### src/rtl/rbf_pkg.sv
package rbf_pkg;

	localparam int ACTION_W = 3;
	localparam int DATA_W   = 32;
	localparam int COUNT_W  = 8;
	localparam int STAT_W   = 4;

	typedef enum logic [ACTION_W-1:0] {
		ACT_PUSH  = 3'd0,
		ACT_READ  = 3'd1,
		ACT_COPY  = 3'd2,
		ACT_FLUSH = 3'd3,
		ACT_TRUNC = 3'd4
	} action_t;

	typedef enum logic [0:0] {
		ST_IDLE,
		ST_STREAM
	} state_t;

	// controller -> datapath
	typedef struct packed {
		logic accept;   // input transaction taken this cycle
		logic step;     // emit the next element of a running read or copy
		logic load;     // load the output register
	} ctrl_cmd_t;

	// datapath -> controller
	typedef struct packed {
		logic multi;      // incoming read or copy yields more than one element
		logic last_elem;  // element being emitted now ends the stream
	} dp_stat_t;

endpackage

### src/rtl/ring_buffer_fifo.sv
// Channel  Handshake            Payload
// in       in_valid / in_stall  action, write_data, count
// out      out_valid / out_stall read_data, data_valid, last, done_count,
//                               occupancy, free_space, is_full, is_empty
//
// Push, flush, truncate and idle actions give one result each: a new transaction
// is accepted every cycle while the output register is free or being taken.
// A read or copy of n elements emits one element per unstalled cycle from the slot
// memory (registered read port) and stalls the input until the last is emitted.
// arst_n clears both pointers and the controller; slot contents are not reset.
// A stall on the output holds the current result and stalls the input.
module ring_buffer_fifo
	import rbf_pkg::*;
#(
	parameter int DEPTH         = 16,
	parameter int ELEMENT_BYTES = 4
) (
	input  logic                clk,
	input  logic                arst_n,
	input  logic                in_valid,
	output logic                in_stall,
	input  logic [ACTION_W-1:0] action,
	input  logic [DATA_W-1:0]   write_data,
	input  logic [COUNT_W-1:0]  count,
	output logic                out_valid,
	input  logic                out_stall,
	output logic [DATA_W-1:0]   read_data,
	output logic                data_valid,
	output logic                last,
	output logic [STAT_W-1:0]   done_count,
	output logic [STAT_W-1:0]   occupancy,
	output logic [STAT_W-1:0]   free_space,
	output logic                is_full,
	output logic                is_empty
);

	ctrl_cmd_t cmd;
	dp_stat_t  stat;

	rbf_ctrl u_ctrl (
		.clk       (clk),
		.arst_n    (arst_n),
		.in_valid  (in_valid),
		.in_stall  (in_stall),
		.out_valid (out_valid),
		.out_stall (out_stall),
		.stat      (stat),
		.cmd       (cmd)
	);

	rbf_dp #(
		.DEPTH         (DEPTH),
		.ELEMENT_BYTES (ELEMENT_BYTES)
	) u_dp (
		.clk        (clk),
		.arst_n     (arst_n),
		.cmd        (cmd),
		.stat       (stat),
		.action     (action),
		.write_data (write_data),
		.count      (count),
		.read_data  (read_data),
		.data_valid (data_valid),
		.last       (last),
		.done_count (done_count),
		.occupancy  (occupancy),
		.free_space (free_space),
		.is_full    (is_full),
		.is_empty   (is_empty)
	);

endmodule

### src/rtl/rbf_ctrl.sv
module rbf_ctrl
	import rbf_pkg::*;
(
	input  logic      clk,
	input  logic      arst_n,
	input  logic      in_valid,
	output logic      in_stall,
	output logic      out_valid,
	input  logic      out_stall,
	input  dp_stat_t  stat,
	output ctrl_cmd_t cmd
);

	state_t state_q;
	state_t state_d;
	logic   out_valid_q;
	logic   out_valid_d;
	logic   slot_free;

	assign slot_free = !out_valid_q || !out_stall;
	assign out_valid = out_valid_q;

	always_ff @(posedge clk or negedge arst_n) begin
		if (!arst_n) begin
			state_q     <= ST_IDLE;
			out_valid_q <= 1'b0;
		end else begin
			state_q     <= state_d;
			out_valid_q <= out_valid_d;
		end
	end

	always_comb begin
		state_d    = state_q;
		cmd.accept = 1'b0;
		cmd.step   = 1'b0;
		in_stall   = 1'b1;
		unique case (state_q)
			ST_IDLE: begin
				in_stall   = !slot_free;
				cmd.accept = in_valid && slot_free;
				if (cmd.accept && stat.multi) begin
					state_d = ST_STREAM;
				end
			end
			ST_STREAM: begin
				cmd.step = slot_free;
				if (cmd.step && stat.last_elem) begin
					state_d = ST_IDLE;
				end
			end
			default: begin
				state_d = ST_IDLE;
			end
		endcase
		cmd.load = cmd.accept || cmd.step;
		// hold a result until taken, drop the flag once it is taken
		if (cmd.load) begin
			out_valid_d = 1'b1;
		end else if (out_valid_q && out_stall) begin
			out_valid_d = 1'b1;
		end else begin
			out_valid_d = 1'b0;
		end
	end

endmodule

### src/rtl/rbf_dp.sv
module rbf_dp
	import rbf_pkg::*;
#(
	parameter int DEPTH         = 16,
	parameter int ELEMENT_BYTES = 4
) (
	input  logic                clk,
	input  logic                arst_n,
	input  ctrl_cmd_t           cmd,
	output dp_stat_t            stat,
	input  logic [ACTION_W-1:0] action,
	input  logic [DATA_W-1:0]   write_data,
	input  logic [COUNT_W-1:0]  count,
	output logic [DATA_W-1:0]   read_data,
	output logic                data_valid,
	output logic                last,
	output logic [STAT_W-1:0]   done_count,
	output logic [STAT_W-1:0]   occupancy,
	output logic [STAT_W-1:0]   free_space,
	output logic                is_full,
	output logic                is_empty
);

	localparam int PW = $clog2(DEPTH);
	localparam int EW = (ELEMENT_BYTES >= 4) ? DATA_W : 8 * ELEMENT_BYTES;
	localparam int XW = PW + STAT_W;
	localparam logic [PW-1:0] LAST_IDX = PW'(DEPTH - 1);
	localparam logic [PW:0]   DEPTH_X  = (PW + 1)'(DEPTH);

	function automatic logic [PW-1:0] inc(input logic [PW-1:0] p);
		return (p == LAST_IDX) ? '0 : p + 1'b1;
	endfunction

	function automatic logic [PW-1:0] held(input logic [PW-1:0] rp, input logic [PW-1:0] wp);
		logic [PW:0] diff;
		diff = {1'b0, wp} - {1'b0, rp};
		if (wp < rp) begin
			diff = diff + DEPTH_X;
		end
		return diff[PW-1:0];
	endfunction

	logic [EW-1:0]     mem [DEPTH];
	logic [PW-1:0]     rp_q, wp_q, rp_d, wp_d;
	logic [PW-1:0]     ptr_q, remain_q;
	logic [EW-1:0]     rdata_q;
	logic              dv_q, last_q, full_q, empty_q;
	logic [STAT_W-1:0] done_q, occ_q, free_q;

	action_t           act;
	logic [PW-1:0]     occ, n, adv, done, occ_n, raddr;
	logic [PW:0]       adv_sum;
	logic [COUNT_W-1:0] occ_c;
	logic              full_now, do_push, elem_rd, is_rd, single_last, last_d;
	logic [XW-1:0]     done_x, occ_x, free_x;

	assign act      = action_t'(action);
	assign occ      = held(rp_q, wp_q);
	assign occ_c    = COUNT_W'(occ);
	assign full_now = (inc(wp_q) == rp_q);
	assign n        = (count < occ_c) ? PW'(count) : occ;
	assign is_rd    = (act == ACT_READ) || (act == ACT_COPY);
	assign do_push  = cmd.accept && (act == ACT_PUSH) && !full_now;

	// one modular adder serves read-consume and partial flush
	assign adv     = (act == ACT_FLUSH) ? PW'(count) : n;
	assign adv_sum = {1'b0, rp_q} + {1'b0, adv};

	always_comb begin
		rp_d = rp_q;
		wp_d = wp_q;
		done = '0;
		if (cmd.accept) begin
			unique case (act)
				ACT_PUSH: begin
					if (!full_now) begin
						wp_d = inc(wp_q);
						done = PW'(1);
					end
				end
				ACT_READ, ACT_COPY: begin
					done = n;
					if (act == ACT_READ) begin
						rp_d = (adv_sum >= DEPTH_X) ? PW'(adv_sum - DEPTH_X) : adv_sum[PW-1:0];
					end
				end
				ACT_FLUSH: begin
					if (count >= occ_c) begin
						rp_d = '0;
						wp_d = '0;
						done = occ;
					end else begin
						rp_d = (adv_sum >= DEPTH_X) ? PW'(adv_sum - DEPTH_X) : adv_sum[PW-1:0];
						done = PW'(count);
					end
				end
				ACT_TRUNC: begin
					if (occ != '0) begin
						wp_d = (wp_q == '0) ? LAST_IDX : wp_q - 1'b1;
						done = PW'(1);
					end
				end
				default: begin
				end
			endcase
		end
	end

	assign occ_n  = held(rp_d, wp_d);
	assign done_x = XW'(done);
	assign occ_x  = XW'(occ_n);
	assign free_x = XW'(LAST_IDX - occ_n);

	assign elem_rd     = cmd.step || (cmd.accept && is_rd && (n != '0));
	assign single_last = !(is_rd && (n > PW'(1)));
	assign last_d      = cmd.step ? (remain_q == PW'(1)) : single_last;
	assign raddr       = cmd.step ? ptr_q : rp_q;

	assign stat.multi     = is_rd && (n > PW'(1));
	assign stat.last_elem = (remain_q == PW'(1));

	always_ff @(posedge clk or negedge arst_n) begin
		if (!arst_n) begin
			rp_q <= '0;
			wp_q <= '0;
		end else begin
			rp_q <= rp_d;
			wp_q <= wp_d;
		end
	end

	always_ff @(posedge clk) begin
		if (do_push) begin
			mem[wp_q] <= write_data[EW-1:0];
		end
	end

	always_ff @(posedge clk) begin
		if (cmd.load) begin
			rdata_q <= elem_rd ? mem[raddr] : '0;
		end
	end

	// advance the stream address past each element sent
	always_ff @(posedge clk) begin
		if (cmd.accept) begin
			ptr_q    <= inc(rp_q);
			remain_q <= n - 1'b1;
		end else if (cmd.step) begin
			ptr_q    <= inc(ptr_q);
			remain_q <= remain_q - 1'b1;
		end
	end

	always_ff @(posedge clk) begin
		if (cmd.load) begin
			dv_q    <= elem_rd;
			last_q  <= last_d;
			occ_q   <= occ_x[STAT_W-1:0];
			free_q  <= free_x[STAT_W-1:0];
			full_q  <= (inc(wp_d) == rp_d);
			empty_q <= (rp_d == wp_d);
		end
		if (cmd.accept) begin
			done_q <= done_x[STAT_W-1:0];
		end
	end

	assign read_data  = DATA_W'(rdata_q);
	assign data_valid = dv_q;
	assign last       = last_q;
	assign done_count = done_q;
	assign occupancy  = occ_q;
	assign free_space = free_q;
	assign is_full    = full_q;
	assign is_empty   = empty_q;

endmodule

### config.mk
export PLATFORM = sky130hd
export DESIGN_NAME = ring_buffer_fifo
export DESIGN_NICKNAME = d
export VERILOG_FILES = /design/src/rtl/rbf_pkg.sv /design/src/rtl/ring_buffer_fifo.sv /design/src/rtl/rbf_ctrl.sv /design/src/rtl/rbf_dp.sv
export SDC_FILE = /design/constraint.sdc
export NUM_CORES = 1
export LEC_CHECK = 0
export CORE_ASPECT_RATIO = 0.75
export CORE_MARGIN = 2
export CORE_UTILIZATION = 60
export CTS_BUF_LIST = sky130_fd_sc_hd__clkbuf_2 sky130_fd_sc_hd__clkbuf_4 sky130_fd_sc_hd__clkbuf_8
export DETAILED_ROUTE_END_ITERATION = 12
export DONT_BUFFER_PORTS = 1
export HOLD_SLACK_MARGIN = 0.05
export PLACE_DENSITY = 0.82
export SYNTH_ARGS = -nofsm -noshare
export SYNTH_HDL_FRONTEND = slang
export SYNTH_SLANG_ARGS = --single-unit
export TNS_END_PERCENT = 5
### constraint.sdc
create_clock -name clk -period 10.3 [get_ports clk]
set_input_delay 2.06 -clock clk [delete_from_list [all_inputs] [get_ports clk]]
set_output_delay 2.06 -clock clk [all_outputs]
set_load 0.1 [all_outputs]
# After elaboration in Yosys (flattened, before gate mapping)
# Memory sizes are Yosys's and may differ from the RTL's. A register that Yosys moved wholly into a read port is not among the register bits.
# Cells that the tools add are included.
# totals
inputBits,47
ff_bits,34
mem_bits_rw,512
n_memories,1
out_inout_bits,50
# memory_table
memory,depth,word_bits,rd,rd_clocked_by_memory_dff,wr,line,text
u_dp.mem,16,32,1,1,1,rbf_dp.sv:43,logic [EW-1:0] mem [DEPTH];
# op_classes
eq_ne,12
addsub,14
bitwise_logic,1
magnitude_cmp,6
mux,39
reduce_logical,25
# ops
operator,n
2-to-1 mux 4 bit,23
adder 4 x 1 -> 4 bit (second input constant),6
== test 4 bit (second input constant),4
case mux 4 bit (4 select lines),1
subtractor 4 x 1 -> 4 bit (second input constant),4
== test 4 bit,3
2-to-1 mux 1 bit,12
case mux 4 bit (3 select lines),1
logical AND 1 bit,9
greater-or-equal comparator 8 x 4 -> 1 bit,1
< comparator 4 bit,2
< comparator 8 x 4 -> 1 bit,1
case mux 4 bit (2 select lines),1
nonzero test 4 bit,2
subtractor 4 bit,2
== test 3 x 2 -> 1 bit (second input constant),2
logical NOT 1 bit,6
adder 4 x 4 -> 5 bit,1
greater-or-equal comparator 5 bit (second input constant),1
== test 4 x 1 -> 1 bit (second input constant),1
greater-than comparator 4 x 1 -> 1 bit (second input constant),1
logical NOT 4 bit,1
logical OR 1 bit,4
subtractor 4 bit (first input constant),1
7 further kinds,7

# Logic depth before layout (Yosys ltp)
# depth
ltp_word,16
ltp_mapped,25
depth_no_buf,25

# Hierarchy
# Synthesis repeated with hierarchy kept, for this count alone.
# unflattened
cells_unflattened,1162
hier_area_um2,23361.2
# by_module_without_submodules
module,seq_area_each_um2,cells_each,area_per_inst_um2,n_inst
rbf_dp,17256.6,1151,23248.5,1
rbf_ctrl,50.0,11,112.6,1

# Worst setup path before layout
# OpenSTA, ideal clock, no wires.
# synth_timing
kind,input to register
startpoint,input count[1]
endpoint,"register u_dp.free_q[3] (netlist: u_dp.free_space[3]), data pin"
path_slack_ps,4409
required_time_ps,10040
cell_stages,19
t_arrival_ps,5631
cell_sequence,ha_1 > nor2b_1 > o31ai_2 > nand2_1 > maj3_1 > nor2_4 > mux2i_1 > a21oi_1 > ha_1 > inv_1 > fa_1 > nor2_1 > a22o_1 > inv_1 > ha_1 > nor2b_1 > o21ai_0 > nand2b_1 > xor2_1
# synth_between
elab_chain_cells,13
word_cells_on_any_way,20
# synth_rtl
item,line,text
"start, declared",ring_buffer_fifo.sv:24,"input logic [COUNT_W-1:0] count,"
< comparator 8 x 4 -> 1 bit,rbf_dp.sv:61,assign n = (count < occ_c) ? PW'(count) : occ;
2-to-1 mux 4 bit,rbf_dp.sv:61,
2-to-1 mux 4 bit,rbf_dp.sv:66,assign adv = (act == ACT_FLUSH) ? PW'(count) : n;
adder 4 x 4 -> 5 bit,rbf_dp.sv:67,"assign adv_sum = {1'b0, rp_q} + {1'b0, adv};"
subtractor 4 x 1 -> 4 bit / greater-or-equal comparator 5 bit (equally long branches),"rbf_dp.sv:84, rbf_dp.sv:93",
2-to-1 mux 4 bit,"rbf_dp.sv:84, rbf_dp.sv:93",
2-to-1 mux 4 bit (on tied branches),"rbf_dp.sv:88, rbf_dp.sv:83",
case mux 4 bit (2 select lines) *,rbf_dp.sv:74,unique case (act)
2-to-1 mux 4 bit *,rbf_dp.sv:73,if (cmd.accept) begin
via u_dp.rp_d[1],rbf_dp.sv:44,"logic [PW-1:0] rp_q, wp_q, rp_d, wp_d;"
subtractor 4 bit,rbf_dp.sv:36,"diff = {1'b0, wp} - {1'b0, rp};"
adder 4 x 1 -> 4 bit,rbf_dp.sv:38,diff = diff + DEPTH_X;
2-to-1 mux 4 bit *,rbf_dp.sv:37,if (wp < rp) begin
subtractor 4 bit *,rbf_dp.sv:112,assign free_x = XW'(LAST_IDX - occ_n);
via u_dp.free_x[3],rbf_dp.sv:55,"logic [XW-1:0] done_x, occ_x, free_x;"
"end signal, assigned",rbf_dp.sv:160,free_q <= free_x[STAT_W-1:0];
"end, declared",rbf_dp.sv:48,"logic [STAT_W-1:0] done_q, occ_q, free_q;"
# Mark *: on every way through the listed nets, which the timed path passes. The rest lies on a longest branch.
# A chain may end at the register's enable or synchronous reset.

# Final worst setup path
# layout_timing
startpoint,register u_dp.wp_q[0]
endpoint,"register u_dp.free_q[3] (netlist: u_dp.free_space[3]), data pin"
# layout_between
elab_chain_cells,16
word_cells_on_any_way,34
# layout_rtl
item,line,text
"start, declared",rbf_dp.sv:44,
"start signal, assigned",rbf_dp.sv:128,wp_q <= wp_d;
subtractor 4 bit,rbf_dp.sv:36,
adder 4 x 1 -> 4 bit,rbf_dp.sv:38,
2-to-1 mux 4 bit *,rbf_dp.sv:37,
< comparator 8 x 4 -> 1 bit,rbf_dp.sv:61,
2-to-1 mux 4 bit,rbf_dp.sv:61,
2-to-1 mux 4 bit,rbf_dp.sv:66,
adder 4 x 4 -> 5 bit,rbf_dp.sv:67,
subtractor 4 x 1 -> 4 bit / greater-or-equal comparator 5 bit (equally long branches),"rbf_dp.sv:84, rbf_dp.sv:93",
[2 not listed],--,
case mux 4 bit (2 select lines) *,rbf_dp.sv:74,
2-to-1 mux 4 bit *,rbf_dp.sv:73,
via u_dp.rp_d[1],rbf_dp.sv:44,
subtractor 4 bit,rbf_dp.sv:36,
adder 4 x 1 -> 4 bit,rbf_dp.sv:38,
2-to-1 mux 4 bit *,rbf_dp.sv:37,
subtractor 4 bit *,rbf_dp.sv:112,
via u_dp.free_x[3],rbf_dp.sv:55,
# Marked as above.

==> flow_summary.yaml <==
power_and_ir_drop:
  cellLeakagePower_nw: 8.43
  vdd_ir_drop_max_mv: 0.233
  total_power_mw: 7.74
  pwr_density_cell_nw_per_um2: 300
floorplanning:
  die_x_um: 232
  num_rows: 62
  coreArea_um2: 38300
  die_y_um: 175
  fp.dieArea_um2: 40600
  io_pins: 97
  start_util: 0.610
logic_synthesis:
  synth_edf_count: 568
  synth_cell_type_count: 63
  avgSynthCellArea_um2: 19.9
  ys.flop_type: "edfxtp_1"
  netlist_area_um2: 23400
  synth-seq-cells: 578
  synth.yosys.seq_area_share: 0.741
  yosysWarnings: 0
  netlist_instances: 1174
  synth-async-reset-ratio: 0.0173
  synthesis.nets: 1247
placed_design:
  pre_cts_slack_ns: 4.03
  numPlacedInstances: 1657
  dp_hpwl_um: 26000
  port_buffers: 0
  gp_congestion: 0.898
sta:
  clock.fmax_mhz: 168
  tns_ns: 0
  fin_ws_ns: 4.35
  tightest_slew_ns: 1.05
  hold_viol_final: 0
  timing.slew.headroom: 0.300
  fin_skew_ns: 0.0301
  slew_violations: 0
  grt_setup_unrepaired: "false"
  period_share: 0.577
  fin_crit_ns: 5.95
  setup_violations: 0
clock_tree:
  insertion_delay_ns: 0.66
  root_buffer: "clkbuf_8"
  cts_tree: "done"
  cts_resized: 0
  clock_sinks: 578
  cts_hold_buf: 0
  cts_buffers: 83
  post-cts-setup-buffers: 0
  htreeDepth: 3
  clock_path_buffers: 3
  clkTransAtPathRegs_ns: 0.07
worst_setup_path:
  critPathArrivalTime_ns: 6.36
  cp_slowest_stage_delay_ns: 0.59
  crit_chain: "inv_1 > ha_1 > inv_1 > fa_1 > inv_1 > ha_1 > nor2b_1 > o21ai_0 > nand2_1 > maj3_1 > nor2_4 > mux2i_1 > a21oi_1 > ha_1 > inv_1 > fa_1 > nor2_1 > a22o_1 > inv_1 > ha_1 > nor2b_1 > o21ai_0 > nand2b_1 > xor2_1"
  crit_slowest_cell: "fa_1"
  required_ns: 10.71
  cp_common_cell: "inv_1"
  critPathLaunchType: "flop"
  critPathLaunch: "u_dp.wp_q[0]"
  end_kind: "flop"
  crit_type: "flop to flop"
  reg2reg_from: "u_dp.wp_q[0]"
  crit_fanout: 9
final_layout:
  n_fill_cell: 2386
  mostFrequentLayoutCells: "568 x edfxtp_1, 128 x mux4_2, 83 x clkbuf_8"
  instances_no_fill: 1801
  num_antenna_cells: 0
  num-nets-final: 1303
  final_common_cell: "edfxtp_1"
  drive_gt1_frac: 0.247
  postLayoutCoreUtil: 0.672
  syn2layout_area_growth_pct: 10.2
routing:
  via_per_inst: 6.45
  wl_um: 48300
  wl_per_cell_um: 26.8
  drc: 0
  first_pass_iters: 5
  vias: 11600
  drtAntennaViolNets: 0
  drtIter0Drc: 1353
global_routing:
  grt_remaining_overflow: 0
  grt_pass1_wl_um: 72700
  grt_max_degree: 129
  grt_pass1_vias: 11900
  antenna_found_initial: 1
  grt_usage: 0.246
min_path:
  min_from: "u_ctrl.state_q"
  hold_path_class: "flop to flop"
status:
  status: "complete, no violations"
flow_run:
  cap_viol_max_count: 0
## logic make-up after synthesis
family / synth area share
flops: 0.741
mux: 0.140
compound gates: 0.0442
simple gates: 0.0313
buf+inv: 0.0155
xor+xnor: 0.0127
fa+ha+maj: 0.0158
## sequential cells by signal, indices dropped and copies added (netlist names), 4 cells and up
register / flops
u_dp.remain_q: 4
u_dp.occupancy: 4
u_dp.mem: 512
u_dp.rp_q: 4
u_dp.read_data: 32
u_dp.done_count: 4
u_dp.free_space: 4
u_dp.ptr_q: 4
u_dp.wp_q: 4
## final cells by class
class | instances | area [um2] | area share
Clock buffer | 108 | 1330 | 0.0516
Clock inverter | 36 | 267 | 0.0103
Inverter | 29 | 109 | 0.00423
Multi-Input combinational cell | 509 | 5880 | 0.228
Sequential cell | 578 | 17300 | 0.672
Tap cell | 512 | 641 | 0.0249
Timing Repair Buffer | 29 | 230 | 0.00894
## worst max-delay path: cells and delay by family (launching register included)
kind / cells / cell delay, ns
AOI/OAI and AO/OA: 4 / 0.79
xor gates and xnor gates: 1 / 0.16
adders and majority gates: 7 / 2.45
buffers and inverters: 5 / 0.52
DFF: 1 / 0.48
muxes: 1 / 0.50
and+or+nand+nor: 6 / 0.80
## synth_stat cells (2+ instances only)
master | instances | share of area
nor2_1 | 34 | 0.0055
nand3_1 | 9 | 0.0019
a21o_1 | 4 | 0.0013
nand2b_1 | 6 | 0.0016
o22ai_1 | 3 | 0.00080
o211ai_1 | 2 | 0.00064
nand4_1 | 2 | 0.00054
mux2i_1 | 39 | 0.017
nor3_1 | 12 | 0.0026
and2_1 | 2 | 0.00054
xnor2_2 | 3 | 0.0021
nor2b_1 | 36 | 0.0096
a211oi_1 | 65 | 0.021
o311a_1 | 2 | 0.00086
ha_1 | 23 | 0.012
nor4_1 | 2 | 0.00054
a22o_1 | 3 | 0.0011
nand4b_1 | 2 | 0.00075
buf_4 | 3 | 0.00096
o21ai_0 | 15 | 0.0032
buf_1 | 7 | 0.0011
nand2_1 | 30 | 0.0048
inv_1 | 28 | 0.0045
clkbuf_1 | 29 | 0.0047
mux4_2 | 128 | 0.12
fa_1 | 3 | 0.0026
a31oi_1 | 5 | 0.0013
xnor2_1 | 12 | 0.0045
o21a_1 | 4 | 0.0013
edfxtp_1 | 568 | 0.73
buf_2 | 19 | 0.0041
xor2_1 | 11 | 0.0041
a21oi_1 | 23 | 0.0049
a221o_1 | 2 | 0.00086
dfrtp_1 | 10 | 0.011
## worst paths after layout
| path | to | slack, ns | cells past startpoint |
|---|---|---|---|
| max reg2reg | u_dp.free_space[3] | 4.35 | 24 |
| max in group asynchronous | u_dp.wp_q[1] | 9.14 | 0 |
| max | u_dp.free_space[3] | 4.35 | 24 |
| min reg2reg | u_ctrl.state_q | 0.59 | 2 |
| min in group asynchronous | u_ctrl.state_q | 1.09 | 0 |
| min | u_ctrl.state_q | 0.59 | 2 |
## where the power goes
group / total (mW) / internal, mW / switching [mW] / leakage (nW)
logic: 2.33 / 1.04 / 1.29 / 2.32
registers: 3.64 / 2.81 / 0.826 / 5.28
clock network: 1.77 / 0.922 / 0.847 / 0.827
## through the flow
stage / area [um2] / hold WS [ns]
2_1_floorplan: 23400 / 0.481
3_3_place_gp: 24200 / 0.569
3_5_place_dp: 24200 / 0.565
4_1_cts: 25800 / 0.584
5_1_grt: 25800 / 0.633
6_report: 25800 / 0.593
## per-layer routing
metal | wire length (um) | GRT usage
met3 | 4160 | 0.0548
met1 | 19900 | 0.355
met5 | 7 | 0
met4 | 1050 | 0.0767
met2 | 23200 | 0.383
No activity file was read; power rests on OpenSTA's default activity.
